--- src/rtl/wpp_pkg.sv ---
// Shared types and constants for the WAV PCM16 mono stream parser.
package wpp_pkg;

    // One input transfer: a file byte and its end-of-file mark.
    typedef struct packed {
        logic [7:0] data_byte;
        logic       end_of_file;
    } in_item_t;

    // One result transfer.
    typedef struct packed {
        logic [1:0]         kind;
        logic signed [15:0] sample;
        logic [31:0]        rate;
        logic [30:0]        sample_count;
        logic [2:0]         error_code;
        logic               last_of_run;
    } result_t;

    // Results made by one accepted byte, in order (first, then second).
    typedef struct packed {
        logic [1:0] num;
        result_t    first;
        result_t    second;
    } push_t;

    // Result kinds
    localparam logic [1:0] KIND_SAMPLE = 2'd0;
    localparam logic [1:0] KIND_DONE   = 2'd1;
    localparam logic [1:0] KIND_ERROR  = 2'd2;

    // Error codes
    localparam logic [2:0] ERR_TRUNC  = 3'd0;
    localparam logic [2:0] ERR_RIFF   = 3'd1;
    localparam logic [2:0] ERR_WAVE   = 3'd2;
    localparam logic [2:0] ERR_SHORT  = 3'd3;
    localparam logic [2:0] ERR_UNSUP  = 3'd4;
    localparam logic [2:0] ERR_NORATE = 3'd5;

    // Parser phases; error phases are PH_ERR plus the error code
    localparam logic [3:0] PH_HEADER   = 4'd0;
    localparam logic [3:0] PH_CHUNK    = 4'd1;
    localparam logic [3:0] PH_FMT      = 4'd2;
    localparam logic [3:0] PH_SKIP     = 4'd3;
    localparam logic [3:0] PH_DATA     = 4'd4;
    localparam logic [3:0] PH_ERR      = 4'd8;
    localparam logic [3:0] PH_ERR_LAST = 4'd13;

    // Magic words and chunk ids, little-endian as assembled
    localparam logic [31:0] MAGIC_RIFF = 32'h4646_4952;
    localparam logic [31:0] MAGIC_WAVE = 32'h4556_4157;
    localparam logic [31:0] ID_FMT     = 32'h2074_6D66;
    localparam logic [31:0] ID_DATA    = 32'h6174_6164;

    localparam logic [31:0] FMT_MIN_LEN = 32'd16;
    localparam logic [15:0] FMT_PCM     = 16'd1;
    localparam logic [15:0] FMT_MONO    = 16'd1;
    localparam logic [15:0] FMT_BITS16  = 16'd16;

    // Header byte positions
    localparam logic [3:0] POS_RIFF_END  = 4'd3;
    localparam logic [3:0] POS_WAVE_END  = 4'd11;
    localparam logic [3:0] POS_ID_END    = 4'd3;
    localparam logic [3:0] POS_CHDR_END  = 4'd7;
    localparam logic [3:0] POS_FMT_CHAN  = 4'd2;
    localparam logic [3:0] POS_FMT_RATE  = 4'd4;
    localparam logic [3:0] POS_FMT_RSV   = 4'd8;
    localparam logic [3:0] POS_FMT_BITS  = 4'd14;
    localparam logic [3:0] POS_FMT_END   = 4'd15;

    function automatic logic [3:0] err_phase(input logic [2:0] code);
        return {1'b1, code};
    endfunction

endpackage

--- src/rtl/wpp_parser.sv ---
// Byte-at-a-time WAV header walker and sample assembler.
module wpp_parser
(
    input  logic              clk,
    input  logic              rst_n,
    input  logic              take,
    input  wpp_pkg::in_item_t item,
    output wpp_pkg::push_t    push
);

    logic [3:0]  phase_reg,    phase_next;
    logic [3:0]  pos_reg,      pos_next;
    logic [31:0] id_reg,       id_next;
    logic [31:0] len_reg,      len_next;
    logic [32:0] skip_reg,     skip_next;
    logic [15:0] fmt_reg,      fmt_next;
    logic [15:0] chan_reg,     chan_next;
    logic [15:0] bits_reg,     bits_next;
    logic [31:0] rate_reg,     rate_next;
    logic [31:0] remain_reg,   remain_next;
    logic [7:0]  low_reg,      low_next;
    logic [30:0] count_reg,    count_next;

    logic [7:0]  b;
    logic [31:0] shift_id;
    logic [31:0] shift_len;
    logic [31:0] fmt_rest;
    logic [32:0] skip_calc;
    wpp_pkg::result_t res0, res1, eof_res;
    logic [1:0]  num;

    assign b         = item.data_byte;
    assign shift_id  = {b, id_reg[31:8]};
    assign shift_len = {b, len_reg[31:8]};
    assign fmt_rest  = len_reg - wpp_pkg::FMT_MIN_LEN;

    always_comb
    begin
        phase_next  = phase_reg;
        pos_next    = pos_reg;
        id_next     = id_reg;
        len_next    = len_reg;
        skip_next   = skip_reg;
        fmt_next    = fmt_reg;
        chan_next   = chan_reg;
        bits_next   = bits_reg;
        rate_next   = rate_reg;
        remain_next = remain_reg;
        low_next    = low_reg;
        count_next  = count_reg;
        skip_calc   = '0;
        res0        = '0;
        res1        = '0;
        eof_res     = '0;
        num         = 2'd0;

        unique case (phase_reg)
            wpp_pkg::PH_HEADER:
            begin
                id_next = shift_id;
                if (pos_reg == wpp_pkg::POS_RIFF_END && shift_id != wpp_pkg::MAGIC_RIFF)
                begin
                    phase_next = wpp_pkg::err_phase(wpp_pkg::ERR_RIFF);
                end
                else if (pos_reg == wpp_pkg::POS_WAVE_END)
                begin
                    if (shift_id != wpp_pkg::MAGIC_WAVE)
                    begin
                        phase_next = wpp_pkg::err_phase(wpp_pkg::ERR_WAVE);
                    end
                    else
                    begin
                        phase_next = wpp_pkg::PH_CHUNK;
                        pos_next   = '0;
                    end
                end
                else
                begin
                    pos_next = pos_reg + 4'd1;
                end
            end
            wpp_pkg::PH_CHUNK:
            begin
                if (pos_reg <= wpp_pkg::POS_ID_END)
                    id_next = shift_id;
                else
                    len_next = shift_len;
                if (pos_reg == wpp_pkg::POS_CHDR_END)
                begin
                    pos_next = '0;
                    if (id_reg == wpp_pkg::ID_FMT)
                    begin
                        if (shift_len < wpp_pkg::FMT_MIN_LEN)
                            phase_next = wpp_pkg::err_phase(wpp_pkg::ERR_SHORT);
                        else
                            phase_next = wpp_pkg::PH_FMT;
                    end
                    else if (id_reg == wpp_pkg::ID_DATA)
                    begin
                        if (rate_reg == '0)
                        begin
                            phase_next = wpp_pkg::err_phase(wpp_pkg::ERR_NORATE);
                        end
                        else
                        begin
                            phase_next  = wpp_pkg::PH_DATA;
                            remain_next = shift_len;
                            count_next  = '0;
                        end
                    end
                    else
                    begin
                        // unknown chunk: body plus pad byte
                        skip_calc  = {1'b0, shift_len} + 33'(shift_len[0]);
                        skip_next  = skip_calc;
                        phase_next = (skip_calc != '0) ? wpp_pkg::PH_SKIP : wpp_pkg::PH_CHUNK;
                    end
                end
                else
                begin
                    pos_next = pos_reg + 4'd1;
                end
            end
            wpp_pkg::PH_FMT:
            begin
                if (pos_reg < wpp_pkg::POS_FMT_CHAN)
                    fmt_next = {b, fmt_reg[15:8]};
                else if (pos_reg < wpp_pkg::POS_FMT_RATE)
                    chan_next = {b, chan_reg[15:8]};
                else if (pos_reg < wpp_pkg::POS_FMT_RSV)
                    rate_next = {b, rate_reg[31:8]};
                else if (pos_reg >= wpp_pkg::POS_FMT_BITS)
                    bits_next = {b, bits_reg[15:8]};
                if (pos_reg == wpp_pkg::POS_FMT_END)
                begin
                    if (fmt_reg != wpp_pkg::FMT_PCM || chan_reg != wpp_pkg::FMT_MONO ||
                        bits_next != wpp_pkg::FMT_BITS16)
                    begin
                        phase_next = wpp_pkg::err_phase(wpp_pkg::ERR_UNSUP);
                    end
                    else
                    begin
                        // rest of a long fmt chunk plus pad byte
                        skip_calc  = {1'b0, fmt_rest} + 33'(len_reg[0]);
                        skip_next  = skip_calc;
                        pos_next   = '0;
                        phase_next = (skip_calc != '0) ? wpp_pkg::PH_SKIP : wpp_pkg::PH_CHUNK;
                    end
                end
                else
                begin
                    pos_next = pos_reg + 4'd1;
                end
            end
            wpp_pkg::PH_SKIP:
            begin
                skip_next = skip_reg - 33'd1;
                if (skip_next == '0)
                begin
                    phase_next = wpp_pkg::PH_CHUNK;
                    pos_next   = '0;
                end
            end
            wpp_pkg::PH_DATA:
            begin
                if (remain_reg != '0)
                begin
                    remain_next = remain_reg - 32'd1;
                    if (pos_reg == '0)
                    begin
                        low_next = b;
                        pos_next = 4'd1;
                    end
                    else
                    begin
                        res0.kind   = wpp_pkg::KIND_SAMPLE;
                        res0.sample = {b, low_reg};
                        num         = 2'd1;
                        count_next  = count_reg + 31'd1;
                        pos_next    = '0;
                    end
                end
            end
            default:
            begin
                // error phases swallow bytes; unused codes fall into truncated
                if (phase_reg < wpp_pkg::PH_ERR || phase_reg > wpp_pkg::PH_ERR_LAST)
                    phase_next = wpp_pkg::err_phase(wpp_pkg::ERR_TRUNC);
            end
        endcase

        if (item.end_of_file)
        begin
            if (phase_next == wpp_pkg::PH_DATA)
            begin
                eof_res.kind         = wpp_pkg::KIND_DONE;
                eof_res.rate         = rate_next;
                eof_res.sample_count = count_next;
            end
            else if (phase_next >= wpp_pkg::PH_ERR)
            begin
                eof_res.kind       = wpp_pkg::KIND_ERROR;
                eof_res.error_code = phase_next[2:0];
            end
            else
            begin
                eof_res.kind       = wpp_pkg::KIND_ERROR;
                eof_res.error_code = wpp_pkg::ERR_TRUNC;
            end
            eof_res.last_of_run = 1'b1;
            if (num == 2'd1)
                res1 = eof_res;
            else
                res0 = eof_res;
            num = num + 2'd1;

            // fresh start for the next file
            phase_next  = wpp_pkg::PH_HEADER;
            pos_next    = '0;
            id_next     = '0;
            len_next    = '0;
            skip_next   = '0;
            fmt_next    = '0;
            chan_next   = '0;
            bits_next   = '0;
            rate_next   = '0;
            remain_next = '0;
            low_next    = '0;
            count_next  = '0;
        end
        else if (num == 2'd1)
        begin
            res0.last_of_run = 1'b1;
        end
    end

    assign push.num    = take ? num : 2'd0;
    assign push.first  = res0;
    assign push.second = res1;

    always_ff @(posedge clk or negedge rst_n)
    begin
        if (!rst_n)
        begin
            phase_reg  <= wpp_pkg::PH_HEADER;
            pos_reg    <= '0;
            id_reg     <= '0;
            len_reg    <= '0;
            skip_reg   <= '0;
            fmt_reg    <= '0;
            chan_reg   <= '0;
            bits_reg   <= '0;
            rate_reg   <= '0;
            remain_reg <= '0;
            low_reg    <= '0;
            count_reg  <= '0;
        end
        else if (take)
        begin
            phase_reg  <= phase_next;
            pos_reg    <= pos_next;
            id_reg     <= id_next;
            len_reg    <= len_next;
            skip_reg   <= skip_next;
            fmt_reg    <= fmt_next;
            chan_reg   <= chan_next;
            bits_reg   <= bits_next;
            rate_reg   <= rate_next;
            remain_reg <= remain_next;
            low_reg    <= low_next;
            count_reg  <= count_next;
        end
    end

    // two results only when a byte ends the file
    a_two_only_at_eof: assert property (@(posedge clk) disable iff (!rst_n)
        (push.num == 2'd2) |-> (take && item.end_of_file))
        else $error("two results without end of file");

    // end of file restarts the walk
    a_eof_restarts: assert property (@(posedge clk) disable iff (!rst_n)
        (take && item.end_of_file) |=> (phase_reg == wpp_pkg::PH_HEADER && count_reg == '0))
        else $error("parser did not restart after end of file");

    // data body is reached only with a known rate
    a_data_has_rate: assert property (@(posedge clk) disable iff (!rst_n)
        (phase_reg == wpp_pkg::PH_DATA) |-> (rate_reg != '0))
        else $error("data phase with zero rate");

endmodule

--- src/rtl/wpp_out_fifo.sv ---
// Result queue: takes up to two results a cycle, delivers one while head_ready is high.
module wpp_out_fifo
#(
    parameter int DEPTH = 4
)
(
    input  logic             clk,
    input  logic             rst_n,
    input  wpp_pkg::push_t   push,
    output logic             space_ok,
    output logic             head_valid,
    input  logic             head_ready,
    output wpp_pkg::result_t head
);

    localparam int PTR_W = $clog2(DEPTH);
    localparam int CNT_W = $clog2(DEPTH + 1);

    wpp_pkg::result_t   slot_reg [DEPTH];
    logic [PTR_W-1:0]   wr_ptr_reg, wr_ptr_next;
    logic [PTR_W-1:0]   rd_ptr_reg, rd_ptr_next;
    logic [CNT_W-1:0]   count_reg,  count_next;
    logic [PTR_W-1:0]   wr_ptr_p1;
    logic               pop;

    function automatic logic [PTR_W-1:0] ptr_inc(input logic [PTR_W-1:0] p);
        return (p == PTR_W'(DEPTH - 1)) ? '0 : p + 1'b1;
    endfunction

    assign wr_ptr_p1  = ptr_inc(wr_ptr_reg);
    assign head_valid = (count_reg != '0);
    assign pop        = head_valid && head_ready;
    assign head       = slot_reg[rd_ptr_reg];
    // room for a worst-case pair regardless of a pop this cycle
    assign space_ok   = (count_reg <= CNT_W'(DEPTH - 2));

    always_comb
    begin
        wr_ptr_next = wr_ptr_reg;
        if (push.num == 2'd1)
            wr_ptr_next = wr_ptr_p1;
        else if (push.num == 2'd2)
            wr_ptr_next = ptr_inc(wr_ptr_p1);
        rd_ptr_next = pop ? ptr_inc(rd_ptr_reg) : rd_ptr_reg;
        count_next  = count_reg + CNT_W'(push.num) - CNT_W'(pop);
    end

    always_ff @(posedge clk)
    begin
        for (int i = 0; i < DEPTH; i++)
        begin
            if (push.num != 2'd0 && PTR_W'(i) == wr_ptr_reg)
                slot_reg[i] <= push.first;
            else if (push.num == 2'd2 && PTR_W'(i) == wr_ptr_p1)
                slot_reg[i] <= push.second;
        end
    end

    always_ff @(posedge clk or negedge rst_n)
    begin
        if (!rst_n)
        begin
            wr_ptr_reg <= '0;
            rd_ptr_reg <= '0;
            count_reg  <= '0;
        end
        else
        begin
            wr_ptr_reg <= wr_ptr_next;
            rd_ptr_reg <= rd_ptr_next;
            count_reg  <= count_next;
        end
    end

    a_no_overflow: assert property (@(posedge clk) disable iff (!rst_n)
        (push.num != 2'd0) |-> ((int'(count_reg) + int'(push.num)) <= DEPTH))
        else $error("result queue overflow");

    a_count_bound: assert property (@(posedge clk) disable iff (!rst_n)
        int'(count_reg) <= DEPTH)
        else $error("result queue count out of range");

    a_pop_drains: assert property (@(posedge clk) disable iff (!rst_n)
        (pop && push.num == 2'd0) |=> (count_reg == $past(count_reg) - 1'b1))
        else $error("pop without push did not drain one entry");

endmodule

--- src/rtl/wav_pcm16_mono_stream_parser.sv ---
// Top level of the WAV PCM16 mono byte-stream parser.
//
//  channel  | handshake                   | payload
//  ---------+-----------------------------+------------------------------------
//  byte     | byte_valid / byte_ready     | byte_data   (data_byte, end_of_file)
//  result   | result_valid / result_ready | result_data (kind, sample, rate,
//           |                             |   sample_count, error_code,
//           |                             |   last_of_run)
//
// One byte per cycle while byte_ready is high. Each accepted byte updates the
// parser registers in the same cycle and its results (at most two: a sample and
// the end-of-file report) land in the result queue, visible in the next cycle.
// byte_ready drops only when the queue has fewer than two free entries, so
// a stalled result side holds off input after FIFO_DEPTH-1 pending results.
// Reset (rst_n, async) puts the parser at the start of a file and empties
// the queue.
module wav_pcm16_mono_stream_parser
#(
    parameter int FIFO_DEPTH = 4    // result queue entries, 2 or more
)
(
    input  logic              clk,
    input  logic              rst_n,
    input  logic              byte_valid,
    output logic              byte_ready,
    input  wpp_pkg::in_item_t byte_data,
    output logic              result_valid,
    input  logic              result_ready,
    output wpp_pkg::result_t  result_data
);

    logic           take;
    logic           space_ok;
    wpp_pkg::push_t push;

    assign byte_ready = space_ok;
    assign take       = byte_valid && byte_ready;

    // header walk, chunk skip and sample assembly
    wpp_parser u_parser
    (
        .clk   (clk),
        .rst_n (rst_n),
        .take  (take),
        .item  (byte_data),
        .push  (push)
    );

    // decouples the result side from the byte side
    wpp_out_fifo #(
        .DEPTH (FIFO_DEPTH)
    ) u_out_fifo
    (
        .clk        (clk),
        .rst_n      (rst_n),
        .push       (push),
        .space_ok   (space_ok),
        .head_valid (result_valid),
        .head_ready (result_ready),
        .head       (result_data)
    );

endmodule
--- config.mk ---
export PLATFORM = sky130hd
export DESIGN_NAME = wav_pcm16_mono_stream_parser
export DESIGN_NICKNAME = d
export VERILOG_FILES = /design/src/rtl/wpp_pkg.sv /design/src/rtl/wpp_parser.sv /design/src/rtl/wpp_out_fifo.sv /design/src/rtl/wav_pcm16_mono_stream_parser.sv
export SDC_FILE = /design/constraint.sdc
export NUM_CORES = 1
export LEC_CHECK = 0
export BUFFER_PORTS_ARGS = -buffer_cell sky130_fd_sc_hd__buf_2
export CORE_ASPECT_RATIO = 2
export CORE_MARGIN = 3
export CORE_UTILIZATION = 50
export DETAILED_ROUTE_END_ITERATION = 7
export PLACE_DENSITY = 0.66
export REMOVE_ABC_BUFFERS = 1
export SYNTH_ARGS = -nofsm -noshare
export SYNTH_HDL_FRONTEND = slang
export SYNTH_HIERARCHICAL = 1
export SYNTH_SLANG_ARGS = --single-unit
--- constraint.sdc ---
create_clock -name clk -period 24.6 [get_ports clk]
set_input_delay 7.38 -clock clk [delete_from_list [all_inputs] [get_ports clk]]
set_output_delay 7.38 -clock clk [all_outputs]
set_load 0.01 [all_outputs]
==> results by group <==
Status
  – Status: finished clean

Floorplanning
  – Core area: 69100 um2
  – DIE WIDTH: between 150 and 200 um
  – Num rows: between 100 and 150
  – I/O Pins: 100
  – Starting density of the core: 0.508
  – Die Area: 73600 um2
  – Die Ht: ~380 um

STA
  – Count of final hold-check violations: 0
  – Post-Route Skew: between 0.02 and 0.025 ns
  – Final min period: 10.98 ns
  – Worst-margin pin slew: 1.24 ns
  – Max-slew violation count: 0
  – Setup TNS: 0 ns
  – Tcrit/Tclk final: 0.447
  – Setup WS post-layout: 13.62 ns
  – Final setup viols: 0
  – Slew HR: 0.168
  – RSZ-0062 raised after global routing: false
  – Peak Freq: between 0.09 and 0.1 GHz

Logic synthesis
  – Synthesized flop and latch total: 603
  – Sequential area share after synthesis: 0.479
  – Mux share of post-synthesis cell area: 0.178
  – Unique masters post-synth: 94
  – Largest family of logic cells by synthesized area: multiplexers
  – Largest area contributor in the netlist: edfxtp_1
  – Synthesized instance count: around 3200
  – Adder-cell share of the synthesized area: 0.00984
  – Ys async rst share: 0.436
  – Synth warn: 6
  – Simple-gate share of the synthesized area: 0.144
  – Synth cell count leaders: edfxtp_1, nand2_1, mux2_2
  – Post-Syn Area per Cell: between 10 and 15 um2
  – EDFF count, synth: 340
  – Synth top area share: 0.291
  – Top post-synthesis cells by area: edfxtp_1, dfrtp_1, mux2_2, mux4_2, nand2_1
  – Xor-xnor portion of the synthesized cell area: 0.0315
  – Synth Flop Type: edfxtp_1
  – Complex-gate fraction of the synthesized area: 0.115
  – Most common cell in the netlist: edfxtp_1
  – Syn Std Cell Area: 35100 um2

Critical path
  – Crit Reg-Reg Startpoint: u_parser/remain_reg[16]$_DFFE_PN0P_
  – Startpoint Class: flop
  – Slowest cell on crit path: buf_4
  – CP peak stage delay: slightly above 0.8 ns
  – Worst path bufs/invs: 3
  – CP Data Required Time: 17.22 ns
  – Maximum net fanout on the critical path: 41
  – Setup crit start: u_out_fifo/rd_ptr_reg[0]$_DFFE_PN0P_
  – Crit Path Class: flop to output pin
  – CP arrival: 3.60 ns
  – Crit path capture type: output pin
  – CP delay by family, top: buffers and inverters
  – Crit-path cells: buf_4, buf_4, mux4_2, buf_2
  – Most frequent CP cell: buf_4
  – RR Endpoint: u_out_fifo/slot_reg[2][55]$_DFFE_PP_
  – Reg2Reg Setup Slack: around 18 ns
  – Worst path depth: 4
  – Critical Path Sink: result_data[4]
  – Reg2reg path depth: 14

Route
  – DR pass1 iterations: 5
  – Final wirelength: 104 mm
  – Vias: 26400
  – DRT iter0 DRCs: 2094
  – DRT antenna net count: 0
  – Vias per cell: between 6 and 7
  – DRC Markers: 0
  – Wire per inst: 25.6 um

Placement
  – I/O Buffers: between 90 and 100
  – RePlAce Congestion: between 0.9 and 1
  – Dpl ws: 14.01 ns
  – Hpwl dp: ~70 mm

Final layout
  – Share of cells above drive strength 1: 0.210
  – Synth-to-layout area growth: 7.97%
  – Final nets: 3184
  – Max FFs per register: between 300 and 400
  – Final Util: 0.548

GRT
  – Largest net degree at the start of global routing: 92
  – GRT Resource Usage Total: 0.277
  – Vias in the first global route: ~28000
  – First-pass GRT wire length: 161 mm
  – Initial antenna violation count: 5
  – Total gr overflow: 0

Clock tree
  – Clock tree buffer depth: 3
  – Clk_lat worst skew: ~0.62 ns
  – H-tree depth: 2
  – CTS Hold Buffers Added: 0
  – Clk sinks: ~600
  – Clk slew on worst S/H paths: about 0.070 ns
  – Setup bufs post-CTS: 0
  – Resize count post-CTS: 0
  – CTS tree: yes
  – Clock Tree Root: clkbuf_16
  – TritonCTS Buffers: 54

Job
  – Total of max-cap violations: 0

Pwr
  – Lkg Pwr: between 10 and 15 nW
  – Worst VDD drop: between 0.00009 and 0.0001 V
  – Power per cell area: roughly 110 nW/um2

Min path
  – Min-delay worst type: flop to flop
layout make-up:
type,count,area [um2]
Timing Repair Buffer,149,881
Clock buffer,69,1460
Multi-Input combinational cell,2280,17000
Inverter,56,210
Tap cell,897,1120
Clock inverter,32,419
Sequential cell,603,16800
Antenna cell,3,7.51
Fill cell,6019,31200
worst reg2reg max path, stage by stage (launching register included):
cell and delay [ns]:
dfrtp_1 0.44, or4_1 0.59, or4_1 0.59, nor4_4 0.77
nor2_2 0.20, nand2_1 0.60, inv_2 0.31, ha_1 0.42
and2_1 0.20, inv_1 0.09, ha_1 0.47, inv_2 0.20
a21oi_4 0.19, buf_4 0.68, mux2_1 0.49
worst min path at each step:
| stage | slack (ns) | to | from | depth (start not counted) |
|---|---|---|---|---|
| 4_1_cts | 0.48 | u_parser/chan_reg[1]$_DFFE_PN0P_ | u_parser/chan_reg[1]$_DFFE_PN0P_ | 2 |
| 3_5_place_dp | 0.45 | u_parser/chan_reg[1]$_DFFE_PN0P_ | u_parser/chan_reg[1]$_DFFE_PN0P_ | 2 |
| 5_1_grt | 0.51 | u_parser/id_reg[2]$_DFFE_PN0P_ | u_parser/id_reg[2]$_DFFE_PN0P_ | 2 |
| 3_3_place_gp | 0.45 | u_parser/chan_reg[7]$_DFFE_PN0P_ | u_parser/chan_reg[7]$_DFFE_PN0P_ | 2 |
| 2_1_floorplan | 0.43 | u_parser/chan_reg[0]$_DFFE_PN0P_ | u_parser/chan_reg[0]$_DFFE_PN0P_ | 2 |
| 6_report | 0.47 | u_parser/chan_reg[2]$_DFFE_PN0P_ | u_parser/chan_reg[2]$_DFFE_PN0P_ | 2 |
power breakdown:
| group | total (mW) | internal (mW) | switching, mW | leakage, nW |
|---|---|---|---|---|
| clock network | 0.918 | 0.518 | 0.400 | 0.911 |
| logic | 1.78 | 0.652 | 1.13 | 7.03 |
| registers | 1.38 | 1.20 | 0.180 | 6.75 |
per-layer routing:
| layer | up-vias | track usage | wire length (um) |
|---|---|---|---|
| met2 | 1016 | 0.519 | 55900 |
| met5 | - | 0 | 13 |
| li1 | 11800 | - | - |
| met1 | 13200 | 0.288 | 35800 |
| met3 | 366 | 0.0347 | 5100 |
| met4 | 2 | 0.183 | 7630 |
stage by stage:
| stage | instance area, um2 | power [mW] | cells | hold slack [ns] |
|---|---|---|---|---|
| finish | 37900 | 4.08 | 4089 | 0.473 |
| detailed placement | 36000 | 3.16 | 3985 | 0.455 |
| global placement | 36000 | 3.13 | 3985 | 0.451 |
| floorplan | 33900 | 2.56 | 2939 | 0.431 |
| global route | 37900 | 4.29 | 4087 | 0.509 |
| CTS | 37900 | 4.08 | 4086 | 0.476 |
layout by cell type (no fill, tap or decap), types with 40 or more instances in the layout:
master	count
buf_2	98
buf_4	50
mux2_2	293
nor3_1	67
nand2_1	304
o2bb2ai_1	40
inv_1	53
a22o_1	55
nor4_1	60
nor2_1	278
xnor2_1	76
mux2_1	50
a21oi_1	123
xor2_1	50
dfrtp_1	260
mux4_2	85
clkbuf_16	55
nand4_1	48
edfxtp_1	340
o21ai_0	181
mux2i_1	47
nand3_1	59
kinds of logic (layout without fill, tap and decap cells):
| logic type | Yosys count | count (layout) |
|---|---|---|
| other | 1 | 23 |
| AOI/OAI and AO/OA | 611 | 611 |
| muxes | 475 | 475 |
| xor gates and xnor gates | 126 | 126 |
| and+or+nand+nor | 1021 | 1021 |
| DFF | 603 | 603 |
| buffers and inverters | 313 | 306 |
| adders and majority gates | 27 | 27 |
(Power assumes the default switching activity.)
